`src/rtl/weq_delay.sv`:
```
// ----------------------------------------------------------------------------
// weq_delay
// enable-gated register line that carries side data past the root pipeline
// ----------------------------------------------------------------------------
module weq_delay #(
  parameter int WIDTH = 64,
  parameter int DEPTH = 16
) (
  input  logic             clk,
  input  logic             en,
  input  logic [WIDTH-1:0] din,
  output logic [WIDTH-1:0] dout
);
  logic [WIDTH-1:0] tap [DEPTH];

  always_ff @(posedge clk) begin
    if (en) begin
      tap[0] <= din;
      for (int i = 1; i < DEPTH; i++) begin
        tap[i] <= tap[i-1];
      end
    end
  end

  assign dout = tap[DEPTH-1];

endmodule

```
`config.mk`:
```
export PLATFORM = sky130hd
export DESIGN_NAME = weq_delay
export DESIGN_NICKNAME = d
export VERILOG_FILES = /design/src/rtl/weq_delay.sv
export SDC_FILE = /design/constraint.sdc
export NUM_CORES = 1
export LEC_CHECK = 0
export ABC_AREA = 1
export BUFFER_PORTS_ARGS = -buffer_cell sky130_fd_sc_hd__buf_2
export CORE_MARGIN = 1.5
export CORE_UTILIZATION = 54
export CTS_BUF_LIST = sky130_fd_sc_hd__clkbuf_16
export DETAILED_ROUTE_END_ITERATION = 10
export PLACE_DENSITY = 0.74
export SKIP_LAST_GASP = 1
export SYNTH_ARGS = -nofsm -noshare
export SYNTH_HDL_FRONTEND = slang
export SYNTH_SLANG_ARGS = --single-unit
```
`constraint.sdc`:
```
create_clock -name clk -period 0.8 [get_ports clk]
set_input_delay 0.16 -clock clk [delete_from_list [all_inputs] [get_ports clk]]
set_output_delay 0.16 -clock clk [all_outputs]
set_load 0.05 [all_outputs]
```
# Word-level counts from Yosys, hierarchy flattened
# Memory sizes are Yosys's and may differ from the RTL's.
# Index checks and enable logic that the tools add are counted.
[totals]
register_bits = 0
latch_bits = 0
ram_bits = 1024
mem_bits_ro = 0
output_inout_bits = 64
word_cells = 3
mem_count = 1
[mem_list]
columns = ["memory", "words", "word_bits", "rd", "rd_clocked_by_memory_dff", "wr", "line", "rtl"]
rows = [
  ["tap", 16, 64, 16, 0, 16, "14", "logic [WIDTH-1:0] tap [DEPTH];"],
]
[classes]
n_addsub = 0
multipliers = 0
n_div = 0
order_cmp = 0
n_eq_ne = 0
shift = 0
mux = 2
bitwise_logic = 0
n_reduce_logical = 0
[op_table]
columns = ["op", "n"]
rows = [
  ["$mux 1", 2],
]

# Longest topological paths before layout
[logic_depth]
word_depth = 2
ltp_mapped = 1

# Least setup slack after synthesis
# OpenSTA, ideal clock, no wires.
[synth_timing]
kind = "flip-flop to output port"
from = "mem tap[15][0] (netlist: tap[7][64])"
to = "out dout[0]"
arrival_ns = 0.523
required_ns = 0.640
slack_ns = 0.117
stages_incl_launch_ff = 2
n_path_buf = 1
path_cell_list = "edfxtp_1 buf_4"
[synth_rtl]
columns = ["element", "line", "rtl"]
rows = [
  ["start, declared", "14", ""],
  ["end, declared", "12", "output logic [WIDTH-1:0] dout"],
]

==> results.md <==
* Multi-In Gates at 0
* Synth top area share at a little over nine tenths
* WL final at 33.4 mm
* Nets at about 1500
* Worst slack, placed at -0.360 ns
* CP bufs+invs at 1
* Worst-Margin Slew at 0.242 ns
* Endpoints failing setup at 64
* Status: finished with violations
* Clock root buffer: clkbuf_16
* PwrDens at just under 3000 mW/mm^2
* Setup TNS at -33.82 ns
* Flops & latches, synth at around 1000
* Hold violation count in the final report at 0
* Power, Total at about 110000 uW
* Grt met2 use at 19.7%
* Io pins at 130
* Most common cell in the netlist: edfxtp_1
* Remaining antenna violation count after routing at 0
* Syn avg cell area at 28.7 sq um
* Routed vias at 10200
* Static Leakage at 0.0130 uW
* Placement Cell Area at 0.0334 sq mm
* Largest register FFs at between 1000 and 1500
* Post-synthesis cell type with the largest combined area: edfxtp_1
* Worst EP required at about 0.64 ns
* H-Tree Depth at 3
* Cell family with most CP delay: flip-flops
* Top Registers: tap (1024)
* Iter 0 DRT Violations at between 500 and 600
* Die Width at ~240 microns
* Full die area at between 0.05 and 0.06 sq mm
* Critical Path Slowest Stage Cell: edfxtp_1
* Final core occ at 65.8%
* Final Critical Period at 1.38 ns
* Final instance area at roughly 0.037 sq mm
* Yosys cell types at 2
* Crit path kind: flip-flop to output port
* Most frequent cells after synthesis: edfxtp_1, buf_4
* Multi-input gate area at 0 sq um
* Floorplan row count at 87
* Setup Fix Bufs, Post-CTS at 0
* Maximum VDD drop at around 2.3 mV
* Max-slew headroom at 83.9%
* Post-Syn Area at 0.0312 sq mm
* CP Launch Type: flip-flop
* Largest net degree at the start of global routing at 35
* TritonCTS Buffers at 94
* Yosys warning count at 0
* Port buffer count at approximately 130
* Initial antenna violation count at 0
* CP Cell Sequence: buf_6
* Clk_skew at about 0.027 ns
* Syn Nets at between 1000 and 1500
* CP peak stage delay at approximately 0.43 ns
* Fraction of layout instances using a drive strength above 1 at a little under a quarter
* GR Util met3 at under 10%
* Total core area at ~0.057 sq mm
* Layout fillers at roughly 3500
* Clk Latency, worst-skew pair at between 0.6 and 0.7 ns
* Met1 usage at between 10 and 15%
* Min-Delay Path Class: input port to flip-flop
* Failing checks: setup timing
* Pins over their slew limit at 0
* Crit path depth at 1
* Top Usage Layer GRT: met2
* Final HPWL from detailed placement at 17.8 mm
* CP Capture Type: output port
* CTS sink cnt at between 1000 and 1500
* DRT Pass-1 Iters at 4
* Ant diodes at 0
* Gr ovfl total at 0
* Crit path DAT at ~1.2 ns
* Global router's overall resource usage at a little under an eighth
* Vias in the first global route at between 10000 and 15000
* Initial core utilization at between 50% and 60%
* Worst R2R Path Depth at 0
* DR vias/cell at around 4.6
* Fin worst setup slack at -0.583 ns
* Area growth, synth to finish at 19.8%
* Max Buffers Root-to-Sink at 3
* Post-synth ARST share at 0%
* Hold Path Cell Cnt at 2
* Max Cap Viol at 0
* Clk slew on worst S/H paths at 0.06 ns
* Number of synthesized flops with an enable pin at around 1000
* Per-cell routed wire length at between 15 and 20 microns
* Max Freq at 0.723 GHz
* First-pass GRT wire length at between 50 and 60 mm
* Biggest register: tap
* Gpl congestion at around 0.71
* Chip Height at 243 microns
* Residual DRC at 0
* Final Cycle Share at 173%
* TritonCTS clock tree: yes
* Dominant synthesized flop cell: edfxtp_1
* Unrepaired setup endpoints after global routing: yes
* Post-synthesis sequential area ratio at between 90% and 100%
* Crit Path Max Fanout at 1
* Gate count after technology mapping at approximately 1100
* Synth top area cells: edfxtp_1, buf_4
-- final cells by class --
class | instances | area, sq um | share of cell area (%)
flip-flops and latches | 1024 | 30700 | 82.2
well taps | 756 | 946 | 2.53
clock inverters | 80 | 608 | 1.63
clock buffers | 95 | 2380 | 6.35
repair buffers | 268 | 2730 | 7.30
-- per-layer routing --
metal	vias to the layer above	part of all wire [%]
met3	78	4.2
li1	4962	-
met2	202	51
met4	0	2.9
met5	-	0
met1	4937	41
-- power by group --
part	leakage (uW)	total (uW)	switching (uW)	internal, uW
combinational	0.00145	2910	1790	1120
sequential	0.0100	63500	839	62600
clock	0.00152	42000	18000	24000
total	0.0130	108000	20600	87700
-- final timing paths --
check                                start  slack (ns)    endpoint
worst max register to register  tap[7][22]        0.08  tap[7][86]
worst max-delay path            tap[7][88]       -0.58    dout[24]
worst min-delay path                    en        0.03  tap[6][53]
worst min register to register  tap[1][27]        0.40  tap[1][91]
-- what timing repair did --
item,in CTS,in global routing
setup endpoints to repair,64,66
resized for setup,128,1
hold endpoints to repair,66,0
hold buffers,65,0
-- cell families (layout without fill, tap and decap cells) --
family                 after synthesis  count (layout)  synth area share (%)
buffers and inverters               64             443                  1.54
flip-flops                        1024            1024                  98.5
-- layout by cell type, fill, tap and decap left out, types with 15 or more instances in the layout --
master,synthesis,final
edfxtp_1,1024,1024
inv_1,0,19
dlygate4sd3_1,0,65
buf_12,0,38
buf_2,0,64
clkbuf_16,0,95
buf_4,64,37
clkinv_1,0,25
buf_6,0,64
clkinv_2,0,15
-- metrics by stage --
step	hold slack (ns)	instances
3_5_place_dp	0.338	1983
3_3_place_gp	0.336	1983
6_report	0.0318	2223
2_1_floorplan	0.259	1088
4_1_cts	0.0306	2223
5_1_grt	0.0120	2223
No activity file was read; power rests on OpenSTA's default activity.
