<file path="config.mk">
export PLATFORM = sky130hd
export DESIGN_NAME = weq_sqrt
export DESIGN_NICKNAME = d
export VERILOG_FILES = /design/src/rtl/weq_pkg.sv /design/src/rtl/weq_sqrt.sv
export SDC_FILE = /design/constraint.sdc
export NUM_CORES = 2
export LEC_CHECK = 0
export ABC_AREA = 1
export ABC_CLOCK_PERIOD_IN_PS = 10000
export BUFFER_PORTS_ARGS = -buffer_cell sky130_fd_sc_hd__buf_2
export CORE_AREA = 2 2 478 480
export CTS_BUF_LIST = sky130_fd_sc_hd__clkbuf_4
export CTS_CLUSTER_DIAMETER = 30
export DETAILED_ROUTE_END_ITERATION = 6
export DIE_AREA = 0 0 480 482
export PLACE_DENSITY = 0.6
export SLEW_MARGIN = 10
export SYNTH_ARGS = -nofsm -noshare
export SYNTH_HDL_FRONTEND = slang
export SYNTH_SLANG_ARGS = --single-unit
</file>
<file path="constraint.sdc">
create_clock -name clk -period 10 [get_ports clk]
set_input_delay 1 -clock clk [delete_from_list [all_inputs] [get_ports clk]]
set_output_delay 1 -clock clk [all_outputs]
set_load 0.1 [all_outputs]
</file>
<file path="src/rtl/weq_pkg.sv">
// ----------------------------------------------------------------------------
// weq_pkg
// types and fixed-point helpers shared by the point update pipeline
// ----------------------------------------------------------------------------
package weq_pkg;

  localparam int VW = 32;
  localparam int FB = 16;

  localparam logic [34:0] FOUR_OVER_PI_Q32 = 35'd5468522205;

  typedef struct packed {
    logic signed [VW-1:0] phi_center;
    logic signed [VW-1:0] phi_x_minus;
    logic signed [VW-1:0] phi_x_plus;
    logic signed [VW-1:0] phi_y_minus;
    logic signed [VW-1:0] phi_y_plus;
    logic signed [VW-1:0] phi_z_minus;
    logic signed [VW-1:0] phi_z_plus;
    logic signed [VW-1:0] psi_old;
    logic signed [VW-1:0] pos_x;
    logic signed [VW-1:0] pos_y;
    logic signed [VW-1:0] pos_z;
  } in_item_t;

  typedef struct packed {
    logic signed [VW-1:0] psi_new;
    logic signed [VW-1:0] phi_new;
    logic                 saturated;
  } out_item_t;

  typedef enum logic [2:0] {
    REG_TIME_STEP = 3'd0,
    REG_INV_SQ_X  = 3'd1,
    REG_INV_SQ_Y  = 3'd2,
    REG_INV_SQ_Z  = 3'd3,
    REG_MASS_SQ   = 3'd4,
    REG_SRC_SCALE = 3'd5,
    REG_INV_RAD   = 3'd6
  } reg_idx_t;

  typedef struct packed {
    logic [VW-2:0]        time_step;
    logic [VW-2:0]        inv_sq_x;
    logic [VW-2:0]        inv_sq_y;
    logic [VW-2:0]        inv_sq_z;
    logic [VW-2:0]        mass_sq;
    logic signed [VW-1:0] src_scale;
    logic [VW-2:0]        inv_rad;
  } cfg_t;

  // clip a signed 128-bit value to the signed 64-bit range
  function automatic logic signed [63:0] sat64(input logic signed [127:0] v);
    if (v > 128'sh7FFFFFFFFFFFFFFF) begin
      sat64 = 64'sh7FFFFFFFFFFFFFFF;
    end else if (v < -128'sh8000000000000000) begin
      sat64 = 64'sh8000000000000000;
    end else begin
      sat64 = v[63:0];
    end
  endfunction

  // round half up by sh bits, then clip to 64 bits
  function automatic logic signed [63:0] rnd_sh(input logic signed [127:0] p,
                                                  input int sh);
    logic signed [127:0] t;
    t = (p + (128'sd1 <<< (sh - 1))) >>> sh;
    rnd_sh = sat64(t);
  endfunction

  function automatic logic signed [63:0] add_s(input logic signed [63:0] a,
                                                 input logic signed [63:0] b);
    add_s = sat64(128'(a) + 128'(b));
  endfunction

  function automatic logic signed [63:0] sub_s(input logic signed [63:0] a,
                                                 input logic signed [63:0] b);
    sub_s = sat64(128'(a) - 128'(b));
  endfunction

endpackage

</file>
<file path="src/rtl/weq_sqrt.sv">
// ----------------------------------------------------------------------------
// weq_sqrt
// pipelined integer square root, one result bit per stage, two per register
// ----------------------------------------------------------------------------
module weq_sqrt (
  input  logic        clk,
  input  logic        en,
  input  logic [63:0] rad,
  output logic [31:0] root
);
  import weq_pkg::*;

  localparam int STEPS = 32;
  localparam int REGS  = 16;

  logic [63:0] rem [REGS+1];
  logic [31:0] res [REGS+1];

  assign rem[0] = rad;
  assign res[0] = '0;

  for (genvar g = 0; g < REGS; g++) begin : g_stage
    logic [63:0] r_a, r_b;
    logic [31:0] q_a, q_b;
    logic [65:0] trial_a, trial_b;
    always_comb begin
      trial_a = {2'b0, rem[g]} - {2'b0, (64'(res[g]) << (STEPS - 2*g)) |
                (64'd1 << (2*(STEPS - 1 - 2*g)))};
      if (!trial_a[65]) begin
        r_a = trial_a[63:0];
        q_a = res[g] | (32'd1 << (STEPS - 1 - 2*g));
      end else begin
        r_a = rem[g];
        q_a = res[g];
      end
      trial_b = {2'b0, r_a} - {2'b0, (64'(q_a) << (STEPS - 2*g - 1)) |
                (64'd1 << (2*(STEPS - 2 - 2*g)))};
      if (!trial_b[65]) begin
        r_b = trial_b[63:0];
        q_b = q_a | (32'd1 << (STEPS - 2 - 2*g));
      end else begin
        r_b = r_a;
        q_b = q_a;
      end
    end
    always_ff @(posedge clk) begin
      if (en) begin
        rem[g+1] <= r_b;
        res[g+1] <= q_b;
      end
    end
  end

  assign root = res[REGS];

endmodule

</file>
* Yosys cells after proc, flatten, opt, wreduce, memory -nomap -nowiden
Cells that the tools add are included.
** Operators by class
- Div/mod/pow operators :: 0
- Eq/ne operators :: 0
- Mux-type cells :: 47
- Reduce and logical (&&, ||, !) cells :: 0
- Add/subtract/negate cells :: 32
- Order comparisons :: 0
- Bitwise gates (word level) :: 0
- Shift-type cells :: 0
- Multiply operators :: 0
** Operator list (number)
- 2-to-1 mux 64 bit :: 31
- subtractor 64 x 33 -> 65 bit :: 1
- subtractor 64 x 34 -> 65 bit :: 1
- subtractor 64 x 35 -> 65 bit :: 1
- subtractor 64 x 36 -> 65 bit :: 1
- subtractor 64 x 37 -> 65 bit :: 1
- subtractor 64 x 38 -> 65 bit :: 1
- subtractor 64 x 39 -> 65 bit :: 1
- subtractor 64 x 40 -> 65 bit :: 1
- subtractor 64 x 41 -> 65 bit :: 1
- subtractor 64 x 42 -> 65 bit :: 1
- subtractor 64 x 43 -> 65 bit :: 1
- subtractor 64 x 44 -> 65 bit :: 1
- subtractor 64 x 45 -> 65 bit :: 1
- subtractor 64 x 46 -> 65 bit :: 1
- subtractor 64 x 47 -> 65 bit :: 1
- subtractor 64 x 48 -> 65 bit :: 1
- subtractor 64 x 49 -> 65 bit :: 1
- subtractor 64 x 50 -> 65 bit :: 1
- subtractor 64 x 51 -> 65 bit :: 1
- subtractor 64 x 52 -> 65 bit :: 1
- subtractor 64 x 53 -> 65 bit :: 1
- subtractor 64 x 54 -> 65 bit :: 1
- subtractor 64 x 55 -> 65 bit :: 1
- other kinds (25) :: 25
** Word-level totals
- Bits in latches :: 0
- Memories kept :: 0
- Register bits :: 1472
- RAM bits :: 0
- Word-level logic and storage cells :: 126
- Output and inout port bits :: 32
- ROM bits :: 0

* Longest topological paths before layout
- Depth in word-level cells :: 4
- Mapped depth :: 34
- Depth with buffers taken out :: 33

* Worst setup path before layout
Ideal clock, no wire load.
- Path type :: reg-to-reg
- Start :: register rem[279] (netlist bit)
- End :: register rem[250] (netlist bit) (data pin)
- Cell stages (with the launch flop) :: 30
- Clock period less this slack :: 4.209 ns
- Arrival time :: 3.955 ns
- Slack :: 5.791 ns
- Cells stage by stage :: edfxtp_1 ha_1 nand2_2 inv_2 a21oi_2 nand3_1 nand2_1 nand2_2 nand2_4 nand2_8 buf_6 buf_6 clkinv_1 clkbuf_1 nand2_1 o21ai_0 ha_1 a21oi_1 inv_1 a31oi_1 o21ai_0 a21oi_1 nand2_1 nand2_1 nand2_2 nor2_4 buf_6 nor2_2 nand3_1 nand2_1
** Between the ends
- Longest elaborated chain between the ends :: 4
- Elaborated cells between the ends (all ways) :: 5
- Classes of those cells :: 2 x add/sub; 3 x mux
** Ends and longest elaborated chain
- from (decl) :: line weq_sqrt.sv:16 : logic [63:0] rem [REGS+1];
- from (signal, indexed assignment) :: line weq_sqrt.sv:48 : rem[g+1] <= r_b;
- subtractor 64 x 40 -> 65 bit :: line weq_sqrt.sv:27 : trial_a = {2'b0, rem[g]} - {2'b0, (64'(res[g]) << (STEPS - 2*g)) |
- 2-to-1 mux 8 bit :: line weq_sqrt.sv:29 : if (!trial_a[65]) begin
- net g_stage[12].q_a[7] :: line weq_sqrt.sv:24 : logic [31:0] q_a, q_b;
- subtractor 64 x 39 -> 65 bit :: line weq_sqrt.sv:36 : trial_b = {2'b0, r_a} - {2'b0, (64'(q_a) << (STEPS - 2*g - 1)) |
- 2-to-1 mux 64 bit :: line weq_sqrt.sv:38 : if (!trial_b[65]) begin
- net g_stage[12].r_b[58] :: line weq_sqrt.sv:23 : logic [63:0] r_a, r_b;
The timed path passes the listed nets, and every way through them passes these cells.
A chain may end at the register's enable or synchronous reset.

* Worst setup path in the final report
- Start :: register rem[202] (netlist bit)
- End :: register rem[146] (netlist bit) (data pin)
** Between the ends
- Longest elaborated chain between the ends :: 4
- Elaborated cells between the ends (all ways) :: 5
- Classes of those cells :: 2 x add/sub; 3 x mux
** Ends and longest elaborated chain (line)
- subtractor 64 x 38 -> 65 bit :: weq_sqrt.sv:27
- 2-to-1 mux 64 bit or 2-to-1 mux 6 bit (tied branches) :: weq_sqrt.sv:29
- subtractor 64 x 37 -> 65 bit :: weq_sqrt.sv:36
- 2-to-1 mux 64 bit * :: weq_sqrt.sv:38
- net g_stage[13].r_b[18] :: weq_sqrt.sv:23
The timed path passes the listed nets; every way through them passes the cells marked *.

==> results.toml <==
[outcome]
outcome = "completed"

[placement]
dp_cells = 16394
dp_hpwl_um = 288800
port-buffer-count = 97
globalplace.congestion = 1.012

[clock_tree]
cts_tree = "built"
worstSkewPairLatency_ns = 1.42
htreeDepth = 5
hold_buffers = 66
path_clk_slew_ns = 0.06
clock_path_buffers = 4
ctsRootBufferMaster = "clkbuf_4"
cts-resized-gates = 0
clock_sinks = 1232
numCtsBuffers = 377
cts_setup_buffers = 0

[drt]
post_drt_wl_per_cell_um = 20.45
drt_pre_antenna_iters = 7
drc = 0
totalWireLength_um = 349500
vias = 90292
vias_per_cell = 5.281
postRouteAntennaNets = 0
drt-initial-drc-count = 8001

[synthesis]
synth_top_cell_by_area = "edfxtp_1"
postSynthCellCount = 13410
synth_edf_count = 1232
synthFlopType = "edfxtp_1"
ys_seq_area_share_pct = 38.28
synth.distinct_cells = 64
postSynth.asyncResetShare_pct = 0
syn_area_um2 = 96650
synth_warnings = 0
synthTopCellsByArea = "edfxtp_1 38%, nand2_1 15%, inv_1 8.1%"
yosys_register_bits = 1232
yosysTopAreaCellShare_pct = 38.28
syn_area_per_cell_um2 = 7.207
syn_nets = 14001

[setup_path]
rr_worst_depth = 23
cp.required_ns = 10.97
reg2reg_to = "rem[146]$_DFFE_PP_"
critPathMaxStageDelay_ns = 0.80
startpoint_type = "flip-flop"
reg2reg_slack_ns = 2.51
cp_cell_sequence = "inv_1 -> ha_1 -> inv_1 -> nand2_1 -> nand3_1 -> nand3_1 -> nand3_2 -> nand2_2 -> nand2_2 -> inv_2 -> o21ai_0 -> ha_1 -> a21oi_1 -> inv_1 -> a31oi_1 -> o21ai_0 -> a21oi_1 -> nand2_1 -> nand2_1 -> nand2_2 -> nor2_4 -> buf_4 -> o21ai_0"
slowest_stage = "nand2_2"
cp-end-kind = "flip-flop"
cp.arrival_ns = 8.46
crit_path_start = "rem[202]$_DFFE_PP_"
crit_fanout = 51
rr_startpoint = "rem[202]$_DFFE_PP_"
crit_path_end = "rem[146]$_DFFE_PP_"
crit_type = "flip-flop to flip-flop"

[global_routing]
grt_use_met2_pct = 49.52
grtUsageMet1_pct = 37.96
grt_pass1_vias = 86207
grt_remaining_overflow = 0
grtUsageTotal_pct = 29.59
grt_max_degree = 180
grt_pass1_wl_um = 522800
antenna_found_initial = 15
busiest_layer = "met2"
grt_use_met3_pct = 3.805

[power_and_ir_drop]
p_leak_nw = 47.61
ir_drop_v = 0.0001285
total_power_mw = 26.68
p_per_area_nw_per_um2 = 253.3

[die]
ios = 98
die_h_um = 482
dieArea_um2 = 231400
die_w_um = 480
core_area_um2 = 226400
initial_core_util_pct = 42.69
row_count = 175

[sta]
timing.setup.tns_ns = 0
post-route-period-util_pct = 74.88
setup_viol = 0
worstMarginPinSlew_ns = 1.239
hold_violations = 0
period_needed_ns = 7.488
slew_violations = 0
fmax_mhz = 133.5
maxSlewHeadroom_pct = 17.23
fin_worst_skew_ns = 0.1220
rsz0062_at_grt = "false"

[cells_and_area]
nNetsFinal = 14421
layout_common_cells = "3809 x nand2_1, 2087 x inv_1, 1578 x nor2_1, 1232 x edfxtp_1, 939 x nand3_1"
area_delta_synth_final_pct = 8.971
final_layout_size_suffix_gt1_share_pct = 6.975
fin_cells = 17096
final_common_cell = "nand2_1"

[worst_hold_path]
hold_path_class = "primary input to flip-flop"
holdPathStages = 1

[flow_run]
maxCapViolations = 0
-- final cells by class --
type,instances,area [um2]
fillers,23725,121100
well taps,3009,3765
clock inverters,146,872.1
inverters,2129,7999
clock buffers,481,3611
flip-flops and latches,1232,37000
multi-input cells,9907,50690
repair buffers,183,1361
diodes,9,22.52
-- cell families (layout without fill, tap and decap cells) --
| family | count (synthesis) | after routing | share of synthesized area, % |
|---|---|---|---|
| and+or+nand+nor | 7111 | 7111 | 31.10 |
| adders and majority gates | 525 | 525 | 6.796 |
| other | 0 | 9 | 0 |
| xor gates and xnor gates | 520 | 520 | 4.736 |
| AOI/OAI and AO/OA | 1751 | 1751 | 9.822 |
| DFF | 1232 | 1232 | 38.28 |
| buffers and inverters | 2271 | 2939 | 9.270 |
-- where the power goes --
part	leakage (nW)	internal (mW)	switching, mW	total (mW)
registers	11.8	6.95	0.887	7.84
clock network	2.70	2.48	2.26	4.74
logic	33.1	4.39	9.70	14.1
-- critical path, delay by kind of cell, from the launching register on --
family / cells / cell delay, ns
compound gates: 6 / 1.77
simple gates: 10 / 2.26
fa+ha+maj: 2 / 0.68
buf+inv: 5 / 1.63
flops: 1 / 0.70
-- cells in the mapped netlist (all sizes together), types with 8 or more instances --
cell type and n:
nor3 184, edfxtp 1232, xor2 236, a21oi 716
o21a 33, xnor2 284, a21o 38, nand2 3867
nand3b 44, o211ai 13, a21boi 10, inv 2126
or2 41, nand4 277, nand3 988, a211oi 8
o21ai 799, nor4 31, ha 525, o21bai 27
a31oi 82, and2 13, and3 17, clkbuf 44
buf 98, nor2 1642
-- layer usage --
metal / vias to the layer above / share of wire [%]
li1: 45058 / -
met1: 41707 / 43
met2: 2881 / 47
met3: 644 / 5.6
met4: 2 / 5.1
met5: - / 0.0040
-- registers in the layout, indices dropped and copies added (netlist names) --
name and flops:
root 32, res 240, rem 960
-- how the worst min path moves through the flow --
stage | startpoint | to | slack [ns]
final | en | rem[983]$_DFFE_PP_ | 0.17
after global routing | en | rem[983]$_DFFE_PP_ | 0.08
after CTS | en | rem[983]$_DFFE_PP_ | 0.08
after detailed placement | rem[386]$_DFFE_PP_ | rem[322]$_DFFE_PP_ | 0.40
after global placement | rem[657]$_DFFE_PP_ | rem[593]$_DFFE_PP_ | 0.40
after floorplan | rem[192]$_DFFE_PP_ | rem[128]$_DFFE_PP_ | 0.40
-- metrics by stage --
step | hold WS, ns | utilization (%) | cell area [um2] | setup WS, ns
final | 0.1694 | 46.52 | 105300 | 2.512
after global routing | 0.08411 | 46.52 | 105300 | 2.274
after CTS | 0.08113 | 46.51 | 105300 | 2.573
after detailed placement | 0.4045 | 44.24 | 100200 | 2.629
after global placement | 0.4003 | 44.24 | 100200 | 2.582
after floorplan | 0.4003 | - | 96650 | 5.791
No activity file was read; power rests on OpenSTA's default activity.
